<file path="config.mk">
export PLATFORM = sky130hd
export DESIGN_NAME = tbcs_mul
export DESIGN_NICKNAME = d
export VERILOG_FILES = /design/src/rtl/tbcs_mul.sv
export SDC_FILE = /design/constraint.sdc
export NUM_CORES = 2
export LEC_CHECK = 0
export ABC_CLOCK_PERIOD_IN_PS = 5740
export BUFFER_PORTS_ARGS = -buffer_cell sky130_fd_sc_hd__buf_2
export CORE_MARGIN = 2
export CORE_UTILIZATION = 60
export CTS_CLUSTER_DIAMETER = 60
export DETAILED_ROUTE_END_ITERATION = 12
export GPL_ROUTABILITY_DRIVEN = 1
export GPL_TIMING_DRIVEN = 0
export PLACE_DENSITY = 0.8
export SYNTH_ARGS = -nofsm -noshare
export SYNTH_HDL_FRONTEND = slang
export SYNTH_SLANG_ARGS = --single-unit
</file>
<file path="constraint.sdc">
create_clock -name clk -period 5.74 [get_ports clk]
set_input_delay 0 -clock clk [delete_from_list [all_inputs] [get_ports clk]]
set_output_delay 0 -clock clk [all_outputs]
set_load 0.02 [all_outputs]
</file>
<file path="src/rtl/tbcs_mul.sv">
`default_nettype none
module tbcs_mul #(
	parameter int AW = 32,
	parameter int BW = 32
) (
	input  wire logic             clk,
	input  wire logic             en,
	input  wire logic [AW-1:0]    a,
	input  wire logic [BW-1:0]    b,
	output logic      [AW+BW-1:0] p
);
	localparam int AL = AW / 2;
	localparam int AH = AW - AL;
	localparam int BL = BW / 2;
	localparam int BH = BW - BL;

	logic [AL+BL-1:0] pp_ll_s1;
	logic [AL+BH-1:0] pp_lh_s1;
	logic [AH+BL-1:0] pp_hl_s1;
	logic [AH+BH-1:0] pp_hh_s1;

	// partial products, then one registered sum
	always_ff @(posedge clk) begin
		if (en) begin
			pp_ll_s1 <= a[AL-1:0]  * b[BL-1:0];
			pp_lh_s1 <= a[AL-1:0]  * b[BW-1:BL];
			pp_hl_s1 <= a[AW-1:AL] * b[BL-1:0];
			pp_hh_s1 <= a[AW-1:AL] * b[BW-1:BL];
			p <= (AW+BW)'(pp_ll_s1)
			   + ((AW+BW)'(pp_lh_s1) << BL)
			   + ((AW+BW)'(pp_hl_s1) << AL)
			   + ((AW+BW)'(pp_hh_s1) << (AL + BL));
		end
	end
endmodule
`default_nettype wire

</file>
Word-level counts from Yosys, hierarchy flattened --
Cells that the tools add are included.
Storage, ports and cells: bits in registers 192, bits of input ports 66, output and inout bits 64, logic and storage cells 12
Cells by class: add/sub/neg operators 3, multipliers 4
Operators by type and width (number):
- multiplier 16 x 16 -> 32 bit | 4
- adder 50 x 64 -> 64 bit | 1
- adder 49 x 48 -> 50 bit | 1
- adder 32 x 48 -> 49 bit | 1

Logic depth before layout (Yosys ltp) --
depth in word-level cells 3, mapped depth 23, mapped depth without buffers 22

Least setup slack after synthesis --
OpenSTA, ideal clock, no wires.
path kind in2reg, start point input a[23], end point register pp_hl_s1[29], data pin, library setup time 265 ps, arrival time 5479 ps, required time 5475 ps, path slack -4 ps, stages on the path 21, path buffers 1, path through clkbuf_1 nand2_1 fa_1 inv_1 fa_1 inv_1 fa_1 inv_1 fa_1 fa_1 inv_1 fa_1 inv_1 ha_1 and3_1 and3_1 or4b_1 a31o_2 a32oi_1 o21ai_0 xor2_1
Between the ends: longest elaborated chain between the ends 1
RTL lines:
- start, declared | RTL line 8 | input wire logic [AW-1:0] a,
- multiplier 16 x 16 -> 32 bit | RTL line 27 | pp_hl_s1 <= a[AW-1:AL] * b[BL-1:0];
- end signal, assigned | RTL line 27
- end, declared | RTL line 19 | logic [AH+BL-1:0] pp_hl_s1;
No other way between the ends. A chain may end at the register's enable or synchronous reset.

Worst setup path after layout --
start point input a[1], end point register pp_lh_s1[31], data pin
Between the ends: longest elaborated chain between the ends 1
RTL lines:
- multiplier 16 x 16 -> 32 bit | RTL line 26 | pp_lh_s1 <= a[AL-1:0] * b[BW-1:BL];
- end signal, assigned | RTL line 26
- end, declared | RTL line 18 | logic [AL+BH-1:0] pp_lh_s1;
No other way between the ends.

==> metrics <==
Mapped Nets 5802; Crit. End Element flip-flop; Max-Cap Viols 0; endpoints failing hold 0; Mapped Cells 4479; Longest Clk Path Bufs 2; synthesized area 0.0424 mm2; Final Max Slew Viols 0; Die Wd 270 um; Req. time, crit path 5.96 ns; CTS buffer count 17; Tightest Pin Transition approximately 1.1 ns; Max H-tree Level 4; die extent in y 270 um; CTS root buffer clkbuf_16; fin worst setup slack -0.101 ns; Vias 33100; area grow syn2layout 8.76%; Worst R2R Path Depth 9; hold crit path type input pin to flip-flop; Wirelength per Cell 23.3 um; Mean Syn Cell Area 9.46 um2; final std cells w/o fill approximately 5600; count leader, synth inv_1; Worst setup SP type input pin; Worst Path Class, Setup input pin to flip-flop; Synth cell types 67; post-DP HPWL 105 mm; clock sink count around 190; first-pass GRT wire length 198 mm; Synth area leaders fa_1 38%, edfxtp_1 14%, ha_1 13%; clock latency on the worst-skew pair approximately 0.5 ns; largest net degree at the start of global routing 127; Final setup viols 4; register area share after synthesis 0.136; fill count roughly 5600; failing checks setup timing; post-route ant nets 0; CTS tree yes; # rows 97; Util after Layout 0.659; Core Area 0.0699 mm2; Yosys reg bits 192; Total Routing Usage GR 0.366; Post-synth top cells 949 x inv_1, 809 x fa_1, 627 x nand2_1; vias per cell between 5 and 6; multi-input logic area 0.0328 mm2; vias in the first global route 34500; Hold Path Stages 2; Placed Cells 5549; top_reg_cell synth edfxtp_1; fin crit period approximately 6 ns; register area 0.00577 mm2; num ports 130; Synth top area share 0.382; Async SR Flop Fraction 0; clock-pin slew on the worst setup and hold paths 0.08 ns; Crit Path Max Fanout 10; Post-synth EDFFs approximately 190; number of remaining DRC errors 0; Worst EP arrival 6.06 ns; period utilization 1.02; Die ar. around 0.073 mm2; layout cells sized above 1 0.0929; status finished, violations left; Clock Skew approximately 0.025 ns; total of warnings raised by yosys 0; Initial Util 0.606; RSZ-0062 raised after global routing yes; NumNets Final between 5000 and 6000; DRT iter0 DRCs ~3100; IO buf count 129; GRT overflow 0; design area 0.0461 mm2; GPL Wtd Cong 1.04; Pre-antenna DRT Iters 6; placed cell areas around 0.044 mm2; highest clock rate 0.171 GHz; relative slew slack 0.250; initial antenna violation count 17; drt total wl 131 mm; post-synth top area cell fa_1
## state kept, by name, summed over array words and instances, names as in the netlist
signal and count:
p 64, pp_hh_s1 32, pp_hl_s1 32, pp_lh_s1 32
pp_ll_s1 32
## through the flow
stage	TNS (ns)	hold slack (ns)	setup WS, ns
after floorplan	0	0.112	0.0319
after global placement	-55.18	0.366	-1.45
after detailed placement	-58.69	0.364	-1.48
after CTS	-0.174	0.0384	-0.136
after global routing	-0.758	0.0725	-0.194
final	-0.240	0.0943	-0.101
## cell families after synthesis
| kind of cell | count (synthesis) | synth area share |
|---|---|---|
| buffers and inverters | 1149 | 0.102 |
| multiplexers | 1 | 0.000236 |
| AO/OA/AOI/OAI | 402 | 0.0622 |
| flip-flops | 192 | 0.136 |
| adder cells (fa/ha/maj) | 1257 | 0.515 |
| XOR/XNOR | 151 | 0.0312 |
| AND/OR/NAND/NOR | 1327 | 0.154 |
## final timing paths
check / startpoint / endpoint / slack (ns)
setup reg to reg: pp_lh_s1[19] / p[56] / 1.55
hold reg to reg: pp_ll_s1[5] / p[5] / 0.42
hold / removal: a[16] / pp_hl_s1[0] / 0.09
setup / recovery: a[1] / pp_lh_s1[31] / -0.10
## layout by cell type, fill, tap and decap left out, types with 11 or more instances in the layout
cell type | netlist | layout
a21oi_1 | 129 | 123
xor2_1 | 58 | 55
o21a_1 | 21 | 21
nand3_1 | 32 | 31
ha_1 | 448 | 434
clkbuf_1 | 196 | 18
o21bai_1 | 17 | 17
and2_1 | 481 | 481
nor3_1 | 25 | 23
nor2_1 | 78 | 75
clkbuf_2 | 2 | 58
buf_2 | 2 | 145
nand2_1 | 627 | 627
xnor2_1 | 93 | 85
inv_1 | 949 | 949
o31ai_1 | 11 | 11
a211oi_1 | 19 | 19
edfxtp_1 | 192 | 192
buf_6 | 0 | 30
a21o_1 | 64 | 64
buf_4 | 0 | 36
clkbuf_4 | 0 | 41
clkbuf_16 | 0 | 17
fa_1 | 809 | 806
nand2b_1 | 19 | 19
o21ai_0 | 60 | 52
nand4_1 | 12 | 12
## critical path: stages
cell and delay [ns]:
buf_2 0.14, clkbuf_1 0.60, and2_1 0.24, fa_1 0.44, fa_1 0.52, fa_1 0.46, fa_1 0.45, fa_1 0.52
inv_1 0.05, fa_1 0.52, inv_1 0.05, ha_1 0.40, nand3_1 0.15, o221ai_1 0.31, a22oi_2 0.14, a31oi_4 0.21
a311o_1 0.23, nand2_1 0.10, a221oi_4 0.34, xnor2_2 0.18
## repair_timing
item,CTS,global route
gates resized for setup,267,287
hold buffers,3,0
setup buffers,1,7
hold endpoints to repair,69,0
endpoints found under the setup margin,53,47
pin swaps,6,23
## metal layers
layer,vias up,part of all wire,GRT usage
li1,14000,-,-
met1,16400,0.36,0.451
met5,-,0.0010,0
met4,20,0.078,0.238
met3,588,0.12,0.117
met2,2071,0.44,0.557
## area by class of cell
type / count / area share
well taps: 940 / 0.0255
clock buffers: 17 / 0.00923
flip-flops and latches: 192 / 0.125
plain buffers: 200 / 0.0304
multi-input cells: 3138 / 0.712
inverters: 949 / 0.0773
repair buffers: 141 / 0.0171
diodes: 9 / 0.000489
clock inverters: 15 / 0.00320
Power is not shown: default switching activity piles up to over one toggle a cycle in this logic, so the estimate is an artifact.
