<file path="src/rtl/tbcs_pkg.sv">
`default_nettype none
package tbcs_pkg;

	localparam int CW   = 16;          // coordinate width
	localparam int EW   = CW + 1;      // edge component
	localparam int PW   = 2 * EW;      // edge product
	localparam int NW   = PW + 1;      // normal component
	localparam int BBW  = 2 * CW;      // vertex component squared
	localparam int B2W  = BBW + 2;     // |b|^2
	localparam int NBW  = NW + CW;     // normal times vertex component
	localparam int DW   = NBW + 2;     // dot product, signed
	localparam int NNW  = 2 * NW;      // normal component squared
	localparam int N2W  = NNW + 2;     // |n|^2
	localparam int DDW  = 2 * DW;      // dot squared
	localparam int RW   = N2W + B2W;   // |n|^2 * |b|^2
	localparam int CMPW = RW + 18;     // room for 255^2 times either side
	localparam int SHW  = 8;           // shade width

	typedef struct packed {
		logic signed [CW-1:0] a_x;
		logic signed [CW-1:0] a_y;
		logic signed [CW-1:0] a_z;
		logic signed [CW-1:0] b_x;
		logic signed [CW-1:0] b_y;
		logic signed [CW-1:0] b_z;
		logic signed [CW-1:0] c_x;
		logic signed [CW-1:0] c_y;
		logic signed [CW-1:0] c_z;
	} tri_in_t;

	typedef struct packed {
		logic           visible;
		logic [SHW-1:0] shade;
	} tri_out_t;

	// state carried through the shade search
	typedef struct packed {
		logic            ok;
		logic [SHW-1:0]  s;
		logic [CMPW-1:0] s1;   // s * rhs
		logic [CMPW-1:0] s2;   // s^2 * rhs
		logic [CMPW-1:0] lhs;  // (255 * d)^2
		logic [CMPW-1:0] rhs;  // |n|^2 * |b|^2
	} srch_t;

endpackage
`default_nettype wire

</file>
<file path="src/rtl/tbcs_srch.sv">
`default_nettype none
module tbcs_srch #(
	parameter int BITPOS = 7
) (
	input  wire logic          clk,
	input  wire logic          en,
	input  tbcs_pkg::srch_t    d_in,
	output tbcs_pkg::srch_t    d_out
);
	logic [tbcs_pkg::CMPW-1:0] prod;
	logic                      take;
	tbcs_pkg::srch_t           nxt;

	// (s + 2^k)^2 * r = s^2 r + 2^(k+1) s r + 2^(2k) r
	always_comb begin
		prod = d_in.s2 + (d_in.s1 << (BITPOS + 1)) + (d_in.rhs << (2 * BITPOS));
		take = (prod <= d_in.lhs);
		nxt  = d_in;
		if (take) begin
			nxt.s  = d_in.s | tbcs_pkg::SHW'(1 << BITPOS);
			nxt.s2 = prod;
			nxt.s1 = d_in.s1 + (d_in.rhs << BITPOS);
		end
	end

	always_ff @(posedge clk) begin
		if (en) begin
			d_out <= nxt;
		end
	end
endmodule
`default_nettype wire

</file>
<file path="config.mk">
export PLATFORM = sky130hd
export DESIGN_NAME = tbcs_srch
export DESIGN_NICKNAME = d
export VERILOG_FILES = /design/src/rtl/tbcs_pkg.sv /design/src/rtl/tbcs_srch.sv
export SDC_FILE = /design/constraint.sdc
export NUM_CORES = 1
export LEC_CHECK = 0
export ABC_AREA = 1
export BUFFER_PORTS_ARGS = -buffer_cell sky130_fd_sc_hd__clkbuf_2
export CAP_MARGIN = 10
export CELL_PAD_IN_SITES_DETAIL_PLACEMENT = 1
export CELL_PAD_IN_SITES_GLOBAL_PLACEMENT = 1
export CORE_AREA = 2 2 396 398
export CTS_BUF_LIST = sky130_fd_sc_hd__clkbuf_4
export CTS_CLUSTER_SIZE = 16
export DETAILED_ROUTE_END_ITERATION = 10
export DIE_AREA = 0 0 398 400
export PLACE_DENSITY_LB_ADDON = 0.1
export SETUP_SLACK_MARGIN = 0.2
export SLEW_MARGIN = 15
export SYNTH_ARGS = -nofsm -noshare
export SYNTH_HDL_FRONTEND = slang
export SYNTH_SLANG_ARGS = --single-unit
</file>
<file path="constraint.sdc">
create_clock -name clk -period 7.2 [get_ports clk]
set_input_delay 0.36 -clock clk [delete_from_list [all_inputs] [get_ports clk]]
set_output_delay 0.36 -clock clk [all_outputs]
set_load 0.05 [all_outputs]
</file>
; ---- After elaboration in Yosys (flattened, before gate mapping)
; Cells that the tools add are included.
; W data, S select, Z words.
[op_classes]
bitwise_logic = 0
n_reduce_logical = 0
div = 0
n_mux = 1
shifts = 0
order_cmp = 1
eq_ne = 0
mul = 0
n_addsub = 3
[ops]
columns = cell, n
row1 = $add A124 B124 Y124, 3
row2 = $mux W248, 1
row3 = $le A124 B124 Y1, 1
[totals]
rom_bits = 0
regBits = 505
latch_bits = 0
ramBits = 0
input_bits = 507
n_memories = 0
wordCells = 12

; ---- Logic depth before layout (Yosys ltp)
[logic_depth]
ltp_word = 4
mapped_depth = 36
ltp_nobuf = 33

; ---- Worst setup path after synthesis
; OpenSTA, ideal clock, no wires.
[synth_timing]
path_type = in2reg
startpoint = input port d_in[0] in the netlist's numbering
endpoint = register d_out[298] in the netlist's numbering, data pin
cell_stages = 34
setup_time_ns = 0.253
arrival_time_ns = 4.078
path_buffers = 3
setup_slack_ns = 2.870
path_cell_list = inv_1 > fa_1 > inv_1 > ha_1 > nand2_1 > inv_1 > nand2_1 > nand2_1 > nand2_1 > nand3_1 > nand2_1 > nand2_1 > nand2_1 > nand3_1 > nand2_1 > nand3_1 > and2_1 > ha_1 > nand2_1 > nor2_1 > nand2_1 > inv_1 > nand2_1 > nor2_1 > nand3_1 > nor3_1 > nand2_1 > nand2_2 > nand2_1 > buf_4 > buf_6 > buf_2 > nand2_1 > nand2_1
[synth_rtl]
columns = item, line_no
row1 = from (decl), tbcs_srch.sv:7  ; input tbcs_pkg::srch_t d_in,
row2 = to (signal assigned), tbcs_srch.sv:28  ; d_out <= nxt;
row3 = to (decl), tbcs_srch.sv:8  ; output tbcs_pkg::srch_t d_out

==> flow_metrics.tcl <==
set metrics [dict create \
    status "finished, violations left" \
    violations "setup timing" \
    synth_edf_count 505 \
    syn_area_um2 48500 \
    clk_path_buf_depth 3 \
    die_x_um 398 \
    max_slew.worst_pin.slew_ps 1220 \
    nets 10400 \
    fill_cells 20300 \
    synthFlopType "edfxtp_1" \
    clk_pin_slew_ps 70 \
    postRouteWirelength_um 334000 \
    start_util_pct 31.3 \
    utilization_pct 43.0 \
    post-dp-hpwl_um 264000 \
    yosysUniqueCellTypes 31 \
    ys_ff_latch 505 \
    seqCellArea_um2 15200 \
    cap_violations 0 \
    die-area_um2 159000 \
    fmax_mhz 137 \
    regMostFlops "d_out" \
    synthCells 7476 \
    crit_required_ps 8190 \
    cts_tree "done" \
    die_h_um 400 \
    wire_per_inst_um 28.7 \
    holdCritPathClass "in2reg" \
    htreeDepth 4 \
    layout.cells.non_filler 11600 \
    fin_setup_tns_ps -107 \
    numCtsBuffers 152 \
    vias 59700 \
    path_class "in2reg" \
    cts.sinks 505 \
    cpMaxStageDelayCell "ha_1" \
    core_area_um2 155000 \
    syn_nets 8454 \
    rsz0062_at_grt "yes" \
    finalWorstSetupSlack_ps -107 \
    antenna_found_initial 45 \
    top_regs "d_out (505)" \
    finalCriticalPeriod_ps 7310 \
    largest_reg_flops 505 \
    critPathTopFamily "simple AND/OR/NAND/NOR gates" \
    vdd_ir_drop_max_mv 0.227 \
    grt_usage_pct 40.8 \
    drive_above_1_share_pct 13.7 \
    grt_start_max_net_pins 145 \
    grt_pass1_vias 62000 \
    slowest_delay_ps 700 \
    ant_nets 0 \
    area_delta_synth_final_pct 37.3 \
    cpMostUsedCell "nand2_1" \
    io_buffer_count 1011 \
    grt_overflow 0 \
    syn_avg_cell_area_um2 6.49 \
    relSlewSlack_pct 18.7 \
    async_flop_share_pct 0 \
    via_per_inst 5.13 \
    final.period_utilization_pct 101 \
    path_max_fanout 99 \
    stdcell_area_um2 66700 \
    startpoint_type "primary input" \
    place_inst 10500 \
    p_per_area_nw_per_um2 277 \
    critPathBufInv 5 \
    drt_iter0_markers 5752 \
    fp-row-count 145 \
    final_hold_viol_count 0 \
    critical_path.endpoint_type "flop" \
    setup_viol_count_final 1 \
    io_pins 1012 \
    multi_input_area_um2 26900 \
    drtPass1Iterations 5 \
    ys_warn_count 0 \
    gp_congestion 1.03 \
    grt_pass1_wl_um 455000 \
    drc 0 \
    crit_arrival_ps 8300 \
    layout_commonest_cell "nand2_1" \
    leakagePower_nw 36.9 \
    placedInstanceArea_um2 56400 \
    slew_violations 0 \
    clockRootBuffer "clkbuf_4" \
    synth_seq_area_share_pct 31.2 \
    layout_common_cells "nand2_1 (3098), inv_1 (1642), clkbuf_2 (1010)" \
]
## cell families (layout without fill, tap and decap cells)
group           count (synthesis)  in the layout  share of synthesized area (%)
buf+inv                      1718           3793                           13.5
compound gates                307            307                           3.36
xor+xnor                      130            130                           2.35
other cells                     0             24                              0
simple gates                 4345           4345                           35.7
fa+ha+maj                     471            471                           13.9
flops                         505            505                           31.2
## synth_stat cells, drive strengths merged, types with 13 or more instances
master  number  share of area, %
a21oi      223               2.3
inv       1642                13
o21bai      19              0.29
clkbuf      18              0.14
nand3      523               5.4
edfxtp     505                31
nor2       563               4.4
fa         111               4.6
and2        26              0.34
xor2       120               2.2
o21ai       47              0.48
nor4        13              0.17
buf         58              0.63
nand2     3100                24
ha         360               9.3
nor3        41              0.45
nand4       61              0.79
nand3b      14              0.22
## power by group
part           internal [mW]  leakage [nW]  switching (mW)  total, mW
combinational           2.70          30.8            8.04       10.7
sequential              4.09          4.93           0.424       4.52
clock                   1.47          1.13            1.73       3.19
total                   8.26          36.9            10.2       18.5
## layout make-up
| cell class | count | area share [%] |
|---|---|---|
| Timing Repair Buffer | 1886 | 20.8 |
| Tap cell | 2058 | 3.86 |
| Multi-Input combinational cell | 5253 | 40.4 |
| Clock inverter | 56 | 0.529 |
| Antenna cell | 24 | 0.0901 |
| Sequential cell | 505 | 22.7 |
| Clock buffer | 209 | 2.35 |
| Inverter | 1642 | 9.25 |
## path summary, 6_finish.rpt
| kind | from | to | slack [ps] | depth (start not counted) |
|---|---|---|---|---|
| hold / removal | d_in[453] | d_out[453]$_DFFE_PP_ | 80 | 4 |
| setup / recovery | d_in[301] | d_out[337]$_DFFE_PP_ | -110 | 26 |
## stage by stage
stage,hold slack [ps],total power [mW],setup slack (ps)
finish,81.3,18.5,-107
global route,40.8,19.1,210
CTS,0.855,17.9,487
detailed placement,540,14.4,-234
global placement,538,14.3,-364
floorplan,459,10.4,2870
## layer usage
metal / track usage [%] / up-vias / wire, µm
li1: - / 26900 / -
met1: 52.8 / 28900 / 138000
met2: 63.8 / 3099 / 147000
met3: 8.19 / 779 / 28700
met4: 21.9 / 12 / 20200
met5: 0 / - / 74
## repair_timing
action / in CTS / in global routing
setup buffers: 0 / 0
hold endpoints to repair: 594 / 0
gates resized for setup: 0 / 2
hold buffers: 821 / 0
setup endpoints to repair: 0 / 2
Note: power is estimated with default switching activity, not from simulation.
